$ cat src/rtl/med_pkg.sv
// Package for the masked Euclidean distance block: widths, item types, sequencer states.
// Has no dependencies. The interfaces and the top level import it.
`default_nettype none

package med_pkg;

	localparam int SAMPLE_W = 16;
	localparam int DIFF_W   = SAMPLE_W + 1;
	localparam int ABS_W    = SAMPLE_W;
	localparam int SQ_W     = 2 * ABS_W;
	localparam int SUM_W    = 42;
	localparam int CNT_W    = 11;
	localparam int DIST_W   = 21;
	localparam int REM_W    = DIST_W + 3;
	localparam int STEP_W   = 5;

	localparam logic [CNT_W-1:0]  MAX_DIMS  = CNT_W'(1024);
	localparam logic [STEP_W-1:0] LAST_STEP = STEP_W'(DIST_W - 1);

	typedef struct packed {
		logic signed [SAMPLE_W-1:0] a_sample;
		logic signed [SAMPLE_W-1:0] b_sample;
		logic                       a_missing;
		logic                       b_missing;
		logic                       last_element;
	} med_in_t;

	typedef struct packed {
		logic [DIST_W-1:0] distance;
		logic              distance_valid;
	} med_out_t;

	typedef enum logic [5:0] {
		ST_IDLE = 6'b000001,
		ST_MUL  = 6'b000010,
		ST_ACC  = 6'b000100,
		ST_ROOT = 6'b001000,
		ST_DIV  = 6'b010000,
		ST_DONE = 6'b100000
	} med_state_t;

endpackage

`default_nettype wire

$ cat src/rtl/med_if.sv
// Handshake channels of the masked Euclidean distance block: sample pairs in, distance out.
// Depends on med_pkg for field widths.
`default_nettype none

interface med_in_if
	import med_pkg::*;
();
	logic                       valid;
	logic                       ready;
	logic signed [SAMPLE_W-1:0] a_sample;
	logic signed [SAMPLE_W-1:0] b_sample;
	logic                       a_missing;
	logic                       b_missing;
	logic                       last_element;

	modport source (
		output valid, a_sample, b_sample, a_missing, b_missing, last_element,
		input  ready
	);
	modport sink (
		input  valid, a_sample, b_sample, a_missing, b_missing, last_element,
		output ready
	);
endinterface

interface med_out_if
	import med_pkg::*;
();
	logic              valid;
	logic              ready;
	logic [DIST_W-1:0] distance;
	logic              distance_valid;

	modport source (
		output valid, distance, distance_valid,
		input  ready
	);
	modport sink (
		input  valid, distance, distance_valid,
		output ready
	);
endinterface

`default_nettype wire

$ cat src/rtl/masked_euclidean_distance.sv
// Masked Euclidean distance: one shared subtractor serves the square root and the divide.
// Depends on med_pkg and the channel interfaces in med_if.sv.
// Each element is captured, squared and accumulated before the next one is accepted.
// A last element with a dimension used adds 21 square-root steps and 21 divide steps;
// then the output register is loaded once it is free or being taken; with no usable dimension both are skipped.
// The output register holds a result until taken; reset clears the sum, the count and the output valid flag.
`default_nettype none

module masked_euclidean_distance
	import med_pkg::*;
(
	input  wire logic  clk,
	input  wire logic  arst_n,
	med_in_if.sink     samples,
	med_out_if.source  result
);

	med_state_t                 state_q;
	med_in_t                    item_q;
	logic                       use_q;
	logic [SQ_W-1:0]            prod_q;
	logic [SUM_W-1:0]           sum_q;
	logic [CNT_W-1:0]           cnt_q;
	logic [REM_W-1:0]           rem_q;
	logic [DIST_W-1:0]          root_q;
	logic [STEP_W-1:0]          step_q;
	logic                       out_valid_q;
	med_out_t                   out_q;

	logic                       accept;
	logic signed [DIFF_W-1:0]   diff;
	logic [DIFF_W-1:0]          diff_abs;
	logic [REM_W-1:0]           sub_a;
	logic [REM_W-1:0]           sub_b;
	logic [REM_W:0]             sub_r;
	logic                       sub_ge;
	logic                       out_load;

	assign samples.ready = (state_q == ST_IDLE);
	assign accept        = samples.valid && samples.ready;

	assign diff     = DIFF_W'(item_q.b_sample) - DIFF_W'(item_q.a_sample);
	assign diff_abs = diff[DIFF_W-1] ? DIFF_W'(-diff) : DIFF_W'(diff);

	always_comb begin
		if (state_q == ST_ROOT) begin
			sub_a = {rem_q[REM_W-3:0], sum_q[SUM_W-1 -: 2]};
			sub_b = {1'b0, root_q, 2'b01};
		end else begin
			sub_a = {rem_q[REM_W-2:0], root_q[DIST_W-1]};
			sub_b = REM_W'(cnt_q);
		end
		sub_r  = {1'b0, sub_a} - {1'b0, sub_b};
		sub_ge = !sub_r[REM_W];
	end

	assign out_load = (state_q == ST_DONE) && (!out_valid_q || result.ready);

	always_ff @(posedge clk or negedge arst_n) begin
		if (!arst_n) begin
			state_q <= ST_IDLE;
			sum_q   <= '0;
			cnt_q   <= '0;
			step_q  <= '0;
		end else begin
			unique case (state_q)
				ST_IDLE: begin
					if (accept) begin
						state_q <= ST_MUL;
					end
				end
				ST_MUL: begin
					state_q <= ST_ACC;
				end
				ST_ACC: begin
					if (use_q) begin
						sum_q <= sum_q + SUM_W'(prod_q);
						cnt_q <= cnt_q + CNT_W'(1);
					end
					step_q <= '0;
					if (!item_q.last_element) begin
						state_q <= ST_IDLE;
					end else if (!use_q && cnt_q == '0) begin
						state_q <= ST_DONE;
					end else begin
						state_q <= ST_ROOT;
					end
				end
				ST_ROOT: begin
					sum_q <= sum_q << 2;
					if (step_q == LAST_STEP) begin
						state_q <= ST_DIV;
						step_q  <= '0;
					end else begin
						step_q <= step_q + STEP_W'(1);
					end
				end
				ST_DIV: begin
					if (step_q == LAST_STEP) begin
						state_q <= ST_DONE;
						step_q  <= '0;
					end else begin
						step_q <= step_q + STEP_W'(1);
					end
				end
				ST_DONE: begin
					if (out_load) begin
						sum_q   <= '0;
						cnt_q   <= '0;
						state_q <= ST_IDLE;
					end
				end
				default: state_q <= ST_IDLE;
			endcase
		end
	end

	always_ff @(posedge clk) begin
		if (accept) begin
			item_q.a_sample     <= samples.a_sample;
			item_q.b_sample     <= samples.b_sample;
			item_q.a_missing    <= samples.a_missing;
			item_q.b_missing    <= samples.b_missing;
			item_q.last_element <= samples.last_element;
			use_q <= !samples.a_missing && !samples.b_missing && (cnt_q < MAX_DIMS);
		end
		if (state_q == ST_MUL) begin
			prod_q <= diff_abs[ABS_W-1:0] * diff_abs[ABS_W-1:0];
		end
		if (state_q == ST_ACC) begin
			rem_q  <= '0;
			root_q <= '0;
		end
		if (state_q == ST_ROOT) begin
			root_q <= {root_q[DIST_W-2:0], sub_ge};
			if (step_q == LAST_STEP) begin
				rem_q <= '0;
			end else begin
				rem_q <= sub_ge ? sub_r[REM_W-1:0] : sub_a;
			end
		end
		if (state_q == ST_DIV) begin
			rem_q  <= sub_ge ? sub_r[REM_W-1:0] : sub_a;
			root_q <= {root_q[DIST_W-2:0], sub_ge};
		end
		if (out_load) begin
			out_q.distance       <= root_q;
			out_q.distance_valid <= (cnt_q != '0);
		end
	end

	always_ff @(posedge clk or negedge arst_n) begin
		if (!arst_n) begin
			out_valid_q <= 1'b0;
		end else if (out_load) begin
			out_valid_q <= 1'b1;
		end else if (result.ready) begin
			out_valid_q <= 1'b0;
		end
	end

	assign result.valid          = out_valid_q;
	assign result.distance       = out_q.distance;
	assign result.distance_valid = out_q.distance_valid;

`ifndef SYNTH
	a_busy_after_transfer: assert property (@(posedge clk) disable iff (!arst_n)
		accept |=> !samples.ready)
		else $error("block ready straight after an input transfer");

	a_count_bound: assert property (@(posedge clk) disable iff (!arst_n)
		cnt_q <= MAX_DIMS)
		else $error("usable count beyond its limit");

	a_invalid_zero: assert property (@(posedge clk) disable iff (!arst_n)
		result.valid && !result.distance_valid |-> result.distance == '0)
		else $error("invalid result with nonzero distance");

	a_root_rem_bound: assert property (@(posedge clk) disable iff (!arst_n)
		state_q == ST_ROOT |-> rem_q[REM_W-1:REM_W-2] == 2'b00)
		else $error("square-root remainder out of range");

	a_div_rem_bound: assert property (@(posedge clk) disable iff (!arst_n)
		state_q == ST_DIV |-> rem_q < REM_W'(cnt_q))
		else $error("divide remainder not below the count");
`endif

endmodule

`default_nettype wire

$ cat src/flat_wrapper.sv
// flat-port wrapper written by rule: the top's interface ports become plain ports
module masked_euclidean_distance_flat import med_pkg::*;
  (clk, arst_n, samples_valid, samples_a_sample, samples_b_sample, samples_a_missing, samples_b_missing, samples_last_element, samples_ready, result_valid, result_distance, result_distance_valid, result_ready);
  med_in_if samples_i ();
  med_out_if result_i ();
  input  wire logic clk;
  input  wire logic arst_n;
  input wire logic [$bits(samples_i.valid)-1:0] samples_valid;
  input wire logic [$bits(samples_i.a_sample)-1:0] samples_a_sample;
  input wire logic [$bits(samples_i.b_sample)-1:0] samples_b_sample;
  input wire logic [$bits(samples_i.a_missing)-1:0] samples_a_missing;
  input wire logic [$bits(samples_i.b_missing)-1:0] samples_b_missing;
  input wire logic [$bits(samples_i.last_element)-1:0] samples_last_element;
  output wire logic [$bits(samples_i.ready)-1:0] samples_ready;
  output wire logic [$bits(result_i.valid)-1:0] result_valid;
  output wire logic [$bits(result_i.distance)-1:0] result_distance;
  output wire logic [$bits(result_i.distance_valid)-1:0] result_distance_valid;
  input wire logic [$bits(result_i.ready)-1:0] result_ready;
  assign samples_i.valid = samples_valid;
  assign samples_i.a_sample = samples_a_sample;
  assign samples_i.b_sample = samples_b_sample;
  assign samples_i.a_missing = samples_a_missing;
  assign samples_i.b_missing = samples_b_missing;
  assign samples_i.last_element = samples_last_element;
  assign samples_ready = samples_i.ready;
  assign result_valid = result_i.valid;
  assign result_distance = result_i.distance;
  assign result_distance_valid = result_i.distance_valid;
  assign result_i.ready = result_ready;
  masked_euclidean_distance u_core (.clk(clk), .arst_n(arst_n), .samples(samples_i), .result(result_i));
endmodule
$ cat config.mk
export PLATFORM = sky130hd
export DESIGN_NAME = masked_euclidean_distance_flat
export DESIGN_NICKNAME = d
export VERILOG_FILES = /design/src/rtl/med_pkg.sv /design/src/rtl/med_if.sv /design/src/rtl/masked_euclidean_distance.sv /design/src/flat_wrapper.sv
export SDC_FILE = /design/constraint.sdc
export NUM_CORES = 1
export LEC_CHECK = 0
export BUFFER_PORTS_ARGS = -buffer_cell sky130_fd_sc_hd__buf_4
export CAP_MARGIN = 5
export CORE_ASPECT_RATIO = 1.2
export CORE_MARGIN = 5
export CORE_UTILIZATION = 55
export DETAILED_ROUTE_END_ITERATION = 8
export PLACE_DENSITY = 0.72
export SLEW_MARGIN = 20
export SYNTH_ARGS = -nofsm -noshare
export SYNTH_HDL_FRONTEND = slang
export SYNTH_SLANG_ARGS = --single-unit
$ cat constraint.sdc
create_clock -name clk -period 13.7 [get_ports clk]
set_input_delay 0.685 -clock clk [delete_from_list [all_inputs] [get_ports clk]]
set_output_delay 0.685 -clock clk [all_outputs]
set_load 0.05 [all_outputs]
; ---- Word-level counts from Yosys, hierarchy flattened
; Index checks and enable logic that the tools add are counted.
[totals]
elab_cells = 84
mem_count = 0
regBits = 197
mem_bits_rw = 0
out_inout_bits = 24
rom_bits = 0
input_bits = 39
latch_bits = 0
[op_classes]
n_reduce_logical = 22
shifts = 0
bitwise_logic = 0
multipliers = 1
muxes = 28
div = 0
n_lt_le_gt_ge = 1
eq_ne = 12
n_addsub = 6
[op_table]
columns = operator, count
row1 = 23-bit 2-to-1 mux, 6
row2 = 42-bit case mux with 3 select lines, 1
row3 = 42-bit 2-to-1 mux, 2
row4 = 21-bit 2-to-1 mux, 3
row5 = 42-bit by 32-bit adder with 42-bit output, 1
row6 = 6-bit 2-to-1 mux, 6
row7 = 6-bit case mux with 6 select lines, 1
row8 = 16-bit by 16-bit multiplier with 32-bit output, 1
row9 = 24-bit by 23-bit subtractor with 25-bit output, 1
row10 = 24-bit 2-to-1 mux, 1
row11 = 11-bit 2-to-1 mux, 2
row12 = 11-bit case mux with 2 select lines, 1
row13 = 16-bit by 16-bit subtractor with 17-bit output, 1
row14 = 16-bit 2-to-1 mux, 1
row15 = 16-bit negator, 1
row16 = "11-bit by 1-bit adder with 11-bit output, second input constant", 1
row17 = 11-bit logical NOT, 1
row18 = "11-bit less-than comparator, second input constant", 1
row19 = 11-bit nonzero test, 1
row20 = 5-bit case mux with 2 select lines, 1
row21 = "2-bit by 1-bit != test with 1-bit output, second input constant", 4
row22 = "6-bit by 1-bit == test with 1-bit output, second input constant", 1
row23 = "6-bit by 2-bit == test with 1-bit output, second input constant", 1
row24 = "6-bit by 3-bit == test with 1-bit output, second input constant", 1
row25 = 16 further kinds, 29

; ---- Logic depth before layout (Yosys ltp)
; Gate-level depths: netlist of the first run.
[logic_depth]
word_depth = 7
mapped_depth = 40
ltp_nobuf = 39

; ---- Worst setup path after synthesis of the first run
; Ideal clock, no wire load.
[synth_path]
path_type = register -> register
from = reg u_core.item_q[19] (netlist bit)
to = reg u_core.prod_q[31], data pin
synth_period_minus_slack_ns = 9.033
required_ns = 13.440
path_slack_ns = 4.667
n_path_buf = 1
setup_ns = 0.260
t_arrival_ns = 8.774
path_stages_with_launch = 35
path_cell_list = edfxtp_1 ha_1 fa_1 nor2b_4 o2111ai_1 a311oi_1 nor3_1 o31ai_1 nand2_1 a22o_1 clkbuf_1 nand2_1 xor2_1 clkinv_1 nand2_1 inv_1 fa_1 inv_1 fa_1 inv_1 fa_1 inv_1 fa_1 fa_1 inv_1 fa_1 ha_1 and4b_1 a221oi_1 nor3_1 nor3_1 o311ai_0 a311oi_1 xor2_1 xnor2_1
[synth_via]
elab_chain_len = 4
[synth_lines]
columns = element, line
row1 = "start, declared", masked_euclidean_distance.sv:19  ; med_in_t item_q;
row2 = 16-bit by 16-bit subtractor with 17-bit output *, masked_euclidean_distance.sv:42  ; assign diff = DIFF_W'(item_q.b_sample) - DIFF_W'(item_q.a_sample);
row3 = 16-bit negator, masked_euclidean_distance.sv:43  ; assign diff_abs = diff[DIFF_W-1] ? DIFF_W'(-diff) : DIFF_W'(diff);
row4 = 16-bit 2-to-1 mux *, masked_euclidean_distance.sv:43
row5 = 16-bit by 16-bit multiplier with 32-bit output *, masked_euclidean_distance.sv:128  ; prod_q <= diff_abs[ABS_W-1:0] * diff_abs[ABS_W-1:0];
row6 = "end signal, assigned", masked_euclidean_distance.sv:128
row7 = "end, declared", masked_euclidean_distance.sv:21  ; logic [SQ_W-1:0] prod_q;
; Every way passes the cells marked *; elsewhere a longest branch is shown, timed or not.
; A chain may end at the register's enable or synchronous reset.

; ---- Final worst setup path of the first run
; Ends and elaborated chain as after synthesis.

==> results of run 1 <==
sequential cells by signal, indices dropped and copies added (netlist names):
name                          cells
u_core.result.valid               1
u_core.use_q                      1
u_core.root_q                    21
u_core.result.distance_valid      1
u_core.state_q                    6
u_core.rem_q                     23
u_core.cnt_q                     11
u_core.step_q                     5
u_core.result.distance           21
u_core.sum_q                     42
u_core.prod_q                    31
u_core.item_q                    33
stage by stage:
step | worst slack [ps] | std cells | hold WS [ps]
floorplan | 4670 | 1974 | 389
global placement | 3530 | 2459 | 453
detailed placement | 3090 | 2459 | 459
CTS | 3030 | 2491 | 360
global route | 2460 | 2491 | 375
finish | 3030 | 2491 | 349
per-layer routing:
| layer | track usage (%) | wire length (um) | up-vias |
|---|---|---|---|
| met5 | 0 | 0 | - |
| met4 | 8.46 | 1290 | 0 |
| met3 | 3.33 | 1760 | 89 |
| met2 | 39.4 | 20400 | 357 |
| met1 | 29.2 | 17600 | 6765 |
| li1 | - | - | 6771 |
cell usage in the layout (no fill, tap or decap), types with 16 or more instances in the layout:
cell type	synthesis	layout
o21a_1	19	19
nor3_1	30	30
buf_4	0	81
o21ai_0	69	69
clkbuf_16	0	18
edfxtp_1	131	131
nand2b_1	16	16
nor2_1	206	204
a21oi_1	93	92
a211oi_1	17	17
nand3_1	31	31
dfrtp_1	64	64
fa_1	166	166
a21o_1	51	51
xnor2_1	63	63
nand2_1	233	233
xor2_1	43	43
nor2b_1	34	34
a221oi_1	23	23
ha_1	171	171
inv_1	267	266
worst paths after layout:
check / startpoint / cells past startpoint / slack, ps / to
setup / recovery: u_core.item_q[19] / 31 / 3030 / u_core.prod_q[31]
max in group asynchronous: arst_n / 1 / 12800 / u_core.sum_q[3]
hold / removal: arst_n / 1 / 350 / u_core.step_q[3]
setup reg to reg: u_core.item_q[19] / 31 / 3030 / u_core.prod_q[31]
min in group clk: samples_a_sample[6] / 1 / 390 / u_core.item_q[25]
hold reg to reg: u_core.root_q[4] / 0 / 480 / u_core.result.distance[4]
cell usage after synthesis, drive strengths merged, types with 30 or more instances:
cell | instances | area (um2)
ha | 171 | 2140
nor3 | 30 | 150
inv | 272 | 1020
nor2 | 206 | 773
xnor2 | 63 | 552
nor2b | 35 | 226
a21o | 51 | 383
clkbuf | 39 | 146
edfxtp | 131 | 3930
o21ai | 73 | 365
a21oi | 93 | 465
nand3 | 31 | 155
fa | 166 | 3320
xor2 | 43 | 377
nand2 | 233 | 875
dfrtp | 64 | 1600
cells by family after synthesis:
| kind of cell | after synthesis |
|---|---|
| adders and majority gates | 337 |
| buffers and inverters | 323 |
| and+or+nand+nor | 625 |
| muxes | 10 |
| xor gates and xnor gates | 106 |
| AOI/OAI and AO/OA | 377 |
| DFF | 196 |
area by class of cell:
cell class	instances	area, um2	area share (%)
multi-input combinational	1455	11800	58.6
clock inverter	12	109	0.540
clock buffer	20	458	2.27
inverter	277	1040	5.16
sequential	196	5560	27.6
tap	450	563	2.80
timing repair buffer	81	608	3.02
critical path, delay by kind of cell (launching register included):
family | cells | cell delay, ps
adder cells (fa/ha/maj) | 9 | 4010
AO/OA/AOI/OAI | 7 | 2790
buffers and inverters | 4 | 690
XOR/XNOR | 3 | 1040
flip-flops | 1 | 370
AND/OR/NAND/NOR | 8 | 1530
==> metrics, run 1 <==
Setup Viol. Count Final 0; worst-path fanout max 10; CP Data Required Time roughly 14000 ps; vias per cell roughly 5.6; CTS resizes 0; clk slew on worst S/H paths approximately 80 ps; placer congestion estimate approximately 0.99; Worst Setup End Kind flop; design area between 20000 and 25000 um2; prevailing post-synth register cell edfxtp_1; Port Buffers between 60 and 70; CTS buffer count 17; first-pass GRT wire length 69900 um; # IOs 63; Global Route Usage Sum between 20% and 30%; ANT nets after route 0; antenna violations before repair 0; CP Class flop to flop; Max Cap Viol 0; main combinational cell family by area after synthesis adder cells; Skew-Pair Late Insertion Delay 470 ps; Vias ~14000; diode count 0; setup TNS 0 ps; Compound-Gate Fraction of Synth Area 13.5%; Slew @ Worst Pin between 1000 and 1500 ps; CP most frequent cell fa_1; WL/cell ~16 um; post-synthesis xor/xnor area fraction ~5.0%; Post-Syn Area 18600 um2; initial drt markers around 900; ys async rst share 33.2%; Arrival @ worst endpoint between 10000 and 15000 ps; share of post-route cells with drive strength above 1 around 6.7%; CTS Hold Bufs 0; Slew HR between 20% and 30%; CTS H-Tree Depth 4; Root Buffer clkbuf_16; Util after Layout between 60% and 70%; Synth cell types 69; Layout area overhead 8.51%; Syn Area/Cell 9.40 um2; Clock Skew ~22 ps; CP startpoint kind flop; synthesized flop and latch total just under 200; Hold Path Class primary input to async pin; num rows 73; slowest stage cell, crit path xor2_1; die width about 180 um; GRT overflow 0; nets between 2000 and 2500; Fill cells just under 3000; Yosys warning total 0; Simple-Gate Fraction of Synth Area 15.0%; clock buffer depth 2; # DRC 0; vias in the first global route 14527; drt pass-1 iters 6; RSZ-0062 raised after global routing false; Die Y-Extent about 210 um; sequential element share of the synthesized area between 20% and 30%; die area ~38000 um2; CORE AREA around 33000 um2; Critical Path Max Stage Delay about 750 ps; Post-Syn Nets 2350; Mapped Cells 1974; number of synthesized flops with an enable pin ~130; status finished clean; post-synthesis mux area share 0.539%; dpl cell area between 15000 and 20000 um2; Final Hold Vio Count 0; clk sink count 196; final wirelength about 40000 um; post-synthesis adder-cell area fraction ~30%; setup repair bufs after CTS 0; starting density of the core a little under three fifths; min Tclk post-route between 10000 and 15000 ps; Slew Limit Fails 0; largest net degree at the start of global routing 66; hpwl dp about 32000 um; Achievable Freq ~94 MHz; fin crit share between 70% and 80%; CTS tree done
Power of run 1 is not shown: default switching activity piles up to over one toggle a cycle in this logic, so the estimate is an artifact.
==> inputs of run 2 (changes only) <==
==> constraint.sdc (replaced) <==
create_clock -name clk -period 10.9 [get_ports clk]
set_input_delay 0.545 -clock clk [delete_from_list [all_inputs] [get_ports clk]]
set_output_delay 0.545 -clock clk [all_outputs]
set_load 0.05 [all_outputs]
==> metrics, run 2 (synthesis gave the netlist of run 1 again) <==
status finished clean; setup repair bufs after CTS 0 (unchanged); critical path depth in cells 33 (+6.5%); drt pass-1 iters 5 (-1); Setup Viol. Count Final 0 (unchanged); # IOs 63 (unchanged); clk sink count 196 (unchanged); antenna violations before repair 0 (unchanged); largest net degree at the start of global routing 66 (unchanged); Hold Path Class primary input to async pin; Worst Setup SP u_core.item_q[19]; Hold WS 213 ps (-136 ps); Final Hold Vio Count 0 (unchanged); initial drt markers 957 (+6.8%); Root Buffer clkbuf_16; CTS resizes 0 (unchanged); CP Buf/Inv Count 6 (+2); Slew HR 39.3% (+14 points); ANT nets after route 0 (unchanged); nets 2408 (+0.17%); R2R cell count 33 (+6.5%); CP startpoint kind flop; share of post-route cells with drive strength above 1 6.99% (+0.28 points); Critical R2R Launch u_core.item_q[19]; Fill cells 2880 (-0.24%); diode count 0 (unchanged); die width 178 um (unchanged); Global Route Usage Sum 22.4% (-0.36 points); Slew @ Worst Pin 899 ps (-212 ps); die area 37500 um2 (unchanged); RSZ-0062 raised after global routing false; num rows 73 (unchanged); highest-count cells in the layout ignoring fill and taps inv_1, nand2_1, nor2_1, ha_1, fa_1; vias in the first global route 14528 (+0.0069%); Layout area overhead 8.68%; clk slew on worst S/H paths 80 ps (about the same); GRT overflow 0 (unchanged); placer congestion estimate 0.977 (-1.2%); Worst Setup End Kind flop; first-pass GRT wire length 68800 um (-1.5%); setup TNS 0 ps (unchanged); CTS H-Tree Depth 4 (unchanged); R2R Setup Slk 690 ps (-2340 ps); CTS buffer count 17 (unchanged); Clock Skew 12.7 ps (-9.23 ps); Skew-Pair Late Insertion Delay 460 ps (about the same); reg-to-reg endpoint u_core.prod_q[31]; Critical Path Max Stage Delay 540 ps (-210 ps); Slew Limit Fails 0 (unchanged); CTS Hold Bufs 0 (unchanged); commonest non-fill, non-tap cell in the layout inv_1; WL/cell 16.3 um (-1.2%); min Tclk post-route 10210 ps (-461 ps); CP Data Required Time 11110 ps (-2810 ps); CORE AREA 33200 um2 (unchanged); Top Family by Delay on Critical Path adder cells; Vias 14119 (+0.98%); starting density of the core 55.8% (unchanged); CTS tree done; Max Cap Viol 0 (unchanged); max reg flops 42 (unchanged); final wirelength 40600 um (-1.0%); CP Class flop to flop; Largest regs u_core.sum_q: 42 flops, u_core.item_q: 33 flops, u_core.prod_q: 31 flops; end point of the critical path u_core.prod_q[31]; fin crit share 93.7% (+16 points); slowest stage cell, crit path fa_1; clock buffer depth 2 (unchanged); vias per cell 5.66 (+0.82%); Port Buffers 62 (unchanged); Die Y-Extent 211 um (unchanged); CP most frequent cell fa_1; Largest Register u_core.sum_q; Achievable Freq 97.9 MHz (+4.5%); worst-path fanout max 9 (-1); # DRC 0 (unchanged); hpwl dp 31300 um (-1.1%); Arrival @ worst endpoint 10420 ps (-470 ps)
==> run 2: how the worst min path moves through the flow <==
stage / cells after the start / endpoint
after global placement: 0 / u_core.result.distance[18]
after CTS: 1 / u_core.cnt_q[2]
after detailed placement: 0 / u_core.result.distance[17]
final: 1 / u_core.step_q[3]
after floorplan: 0 / u_core.cnt_q[0]
after global routing: 1 / u_core.item_q[12]
==> run 2: worst register-to-register path: cells and delay by family (launching register included) <==
kind            cells  cell delay (ps)
compound gates      8             2760
xor+xnor            3              420
fa+ha+maj           9             3930
flops               1              370
simple gates        7             1690
buf+inv             6              780
==> run 2: stage by stage <==
step	cells	cell area, um2	utilization, %	setup slack (ps)
2_1_floorplan	1974	18600	-	1870
3_3_place_gp	2463	19600	59.0	916
3_5_place_dp	2463	19600	59.0	562
4_1_cts	2495	20200	60.7	534
5_1_grt	2495	20200	60.7	67.3
6_report	2495	20200	60.7	690
==> run 2: per-layer routing <==
| metal | global-route usage, % | routed length (um) |
|---|---|---|
| met5 | 0 | 0 |
| met4 | 8.14 | 1130 |
| met3 | 3.24 | 1930 |
| met2 | 39.5 | 20400 |
| met1 | 28.1 | 17100 |
==> run 2: area by class of cell <==
type | count | area (um2) | area share [%]
clock buffer | 18 | 429 | 2.13
tap | 450 | 563 | 2.79
clock inverter | 14 | 126 | 0.626
inverter | 277 | 1040 | 5.15
timing repair buffer | 85 | 638 | 3.16
sequential | 196 | 5560 | 27.6
multi-input combinational | 1455 | 11800 | 58.6
Power of run 2 is left out for the same reason.
==> inputs of run 3 (changes only) <==
--- a/config.mk
+++ b/config.mk
@@ -12,6 +12,7 @@
 export CORE_UTILIZATION = 55
 export DETAILED_ROUTE_END_ITERATION = 8
 export PLACE_DENSITY = 0.72
+export RECOVER_POWER = 100
 export SLEW_MARGIN = 20
 export SYNTH_ARGS = -nofsm -noshare
 export SYNTH_HDL_FRONTEND = slang
==> metrics, run 3 (synthesis gave the netlist of run 1 again) <==
worst-path fanout max 9 (unchanged); vias in the first global route 14528 (unchanged); diode count 0 (unchanged); Arrival @ worst endpoint 10410 ps (about the same); CP most frequent cell fa_1; share of post-route cells with drive strength above 1 5.18% (-1.8 points); CTS H-Tree Depth 4 (unchanged); placer congestion estimate 0.977 (unchanged); antenna violations before repair 0 (unchanged); num rows 73 (unchanged); fin crit share 93.6% (about the same); Final Hold Vio Count 0 (unchanged); setup TNS 0 ps (unchanged); hpwl dp 31300 um (unchanged); Slew HR -150% (-190 points); Slew Limit Fails 373 (+373); Global Route Usage Sum 22.4% (unchanged); drt pass-1 iters 5 (unchanged); CP Class flop to flop; Hold Path Class primary input to flop; Setup Viol. Count Final 0 (unchanged); RSZ-0062 raised after global routing false; clk slew on worst S/H paths 80 ps (about the same); CTS tree done; clock buffer depth 2 (unchanged); Max Cap Viol 9 (+9); die area 37500 um2 (unchanged); GRT overflow 0 (unchanged); commonest non-fill, non-tap cell in the layout inv_1; Critical Path Max Stage Delay 540 ps (about the same); highest-count cells in the layout ignoring fill and taps inv_1, nand2_1, nor2_1, ha_1, fa_1; failing checks max-capacitance violations, max-slew violations; slowest stage cell, crit path fa_1; nets 2408 (unchanged); CTS Hold Bufs 0 (unchanged); R2R Setup Slk 700 ps (about the same); Skew-Pair Late Insertion Delay 460 ps (about the same); vias per cell 5.66 (about the same); Slew @ Worst Pin 3740 ps (+2850 ps); min Tclk post-route 10200 ps (-5.58 ps); Achievable Freq 98.0 MHz (about the same); Die Y-Extent 211 um (unchanged); Layout area overhead 7.93%; CTS buffer count 17 (unchanged); first-pass GRT wire length 68800 um (unchanged); CP Data Required Time 11110 ps (about the same); initial drt markers 924 (-3.4%); WL/cell 16.3 um (+0.20%); ANT nets after route 0 (unchanged); CP startpoint kind flop; status finished with violations; Vias 14123 (+0.028%); final wirelength 40700 um (+0.20%); # IOs 63 (unchanged); clk sink count 196 (unchanged); CORE AREA 33200 um2 (unchanged); Largest regs u_core.sum_q: 42 flops, u_core.item_q: 33 flops, u_core.prod_q: 31 flops; # DRC 0 (unchanged); starting density of the core 55.8% (unchanged); Worst Setup End Kind flop; Root Buffer clkbuf_16; Clock Skew 10.6 ps (-2.04 ps); die width 178 um (unchanged); Port Buffers 62 (unchanged); largest net degree at the start of global routing 66 (unchanged); Largest Register u_core.sum_q; max reg flops 42 (unchanged)
run 3: cell types whose count changed in the layout (fill, tap and decap cells not counted), sizes merged:
cell    delta
buf       -64
clkbuf    +64
run 3: worst paths after layout:
check / start / end / cells after the start
worst max-delay path: u_core.item_q[19] / u_core.prod_q[31] / 33
worst min-delay path: samples_a_sample[0] / u_core.item_q[19] / 1
worst max register to register: u_core.item_q[19] / u_core.prod_q[31] / 33
worst min register to register: u_core.root_q[2] / u_core.result.distance[2] / 0
max in group asynchronous: arst_n / u_core.sum_q[7] / 1
min in group asynchronous: arst_n / u_core.step_q[3] / 1
run 3: layout make-up:
cell class,instances,area (um2)
flip-flops and latches,196,5560
multi-input cells,1455,11800
well taps,450,563
clock inverters,14,126
inverters,277,1040
clock buffers,18,429
fillers,2913,13200
repair buffers,85,522
run 3: metal layers:
layer / track usage [%] / vias up / wire, um
li1: - / 6789 / -
met1: 28.1 / 6897 / 17200
met2: 39.5 / 358 / 20400
met3: 3.24 / 79 / 1860
met4: 8.14 / 0 / 1180
met5: 0 / - / 0
run 3: worst max-delay path: cells and delay by family, from the launching register on:
family / cells / cell delay (ps)
simple gates: 7 / 1680
xor+xnor: 3 / 420
buf+inv: 6 / 780
flops: 1 / 370
compound gates: 8 / 2750
fa+ha+maj: 9 / 3930
run 3: timing repair:
item,in CTS,in global routing
setup endpoints to repair,0,1
setup buffers,0,0
resized for setup,0,1
run 3: stage by stage:
stage / hold WS (ps) / instances / setup slack [ps] / util, % / area (um2)
2_1_floorplan: 249 / 1974 / 1870 / - / 18600
3_3_place_gp: 465 / 2463 / 916 / 59.0 / 19600
3_5_place_dp: 472 / 2463 / 562 / 59.0 / 19600
4_1_cts: 222 / 2495 / 534 / 60.7 / 20200
5_1_grt: 256 / 2495 / 67.3 / 60.3 / 20000
6_report: 273 / 2495 / 696 / 60.3 / 20000
Power of run 3 is left out for the same reason.
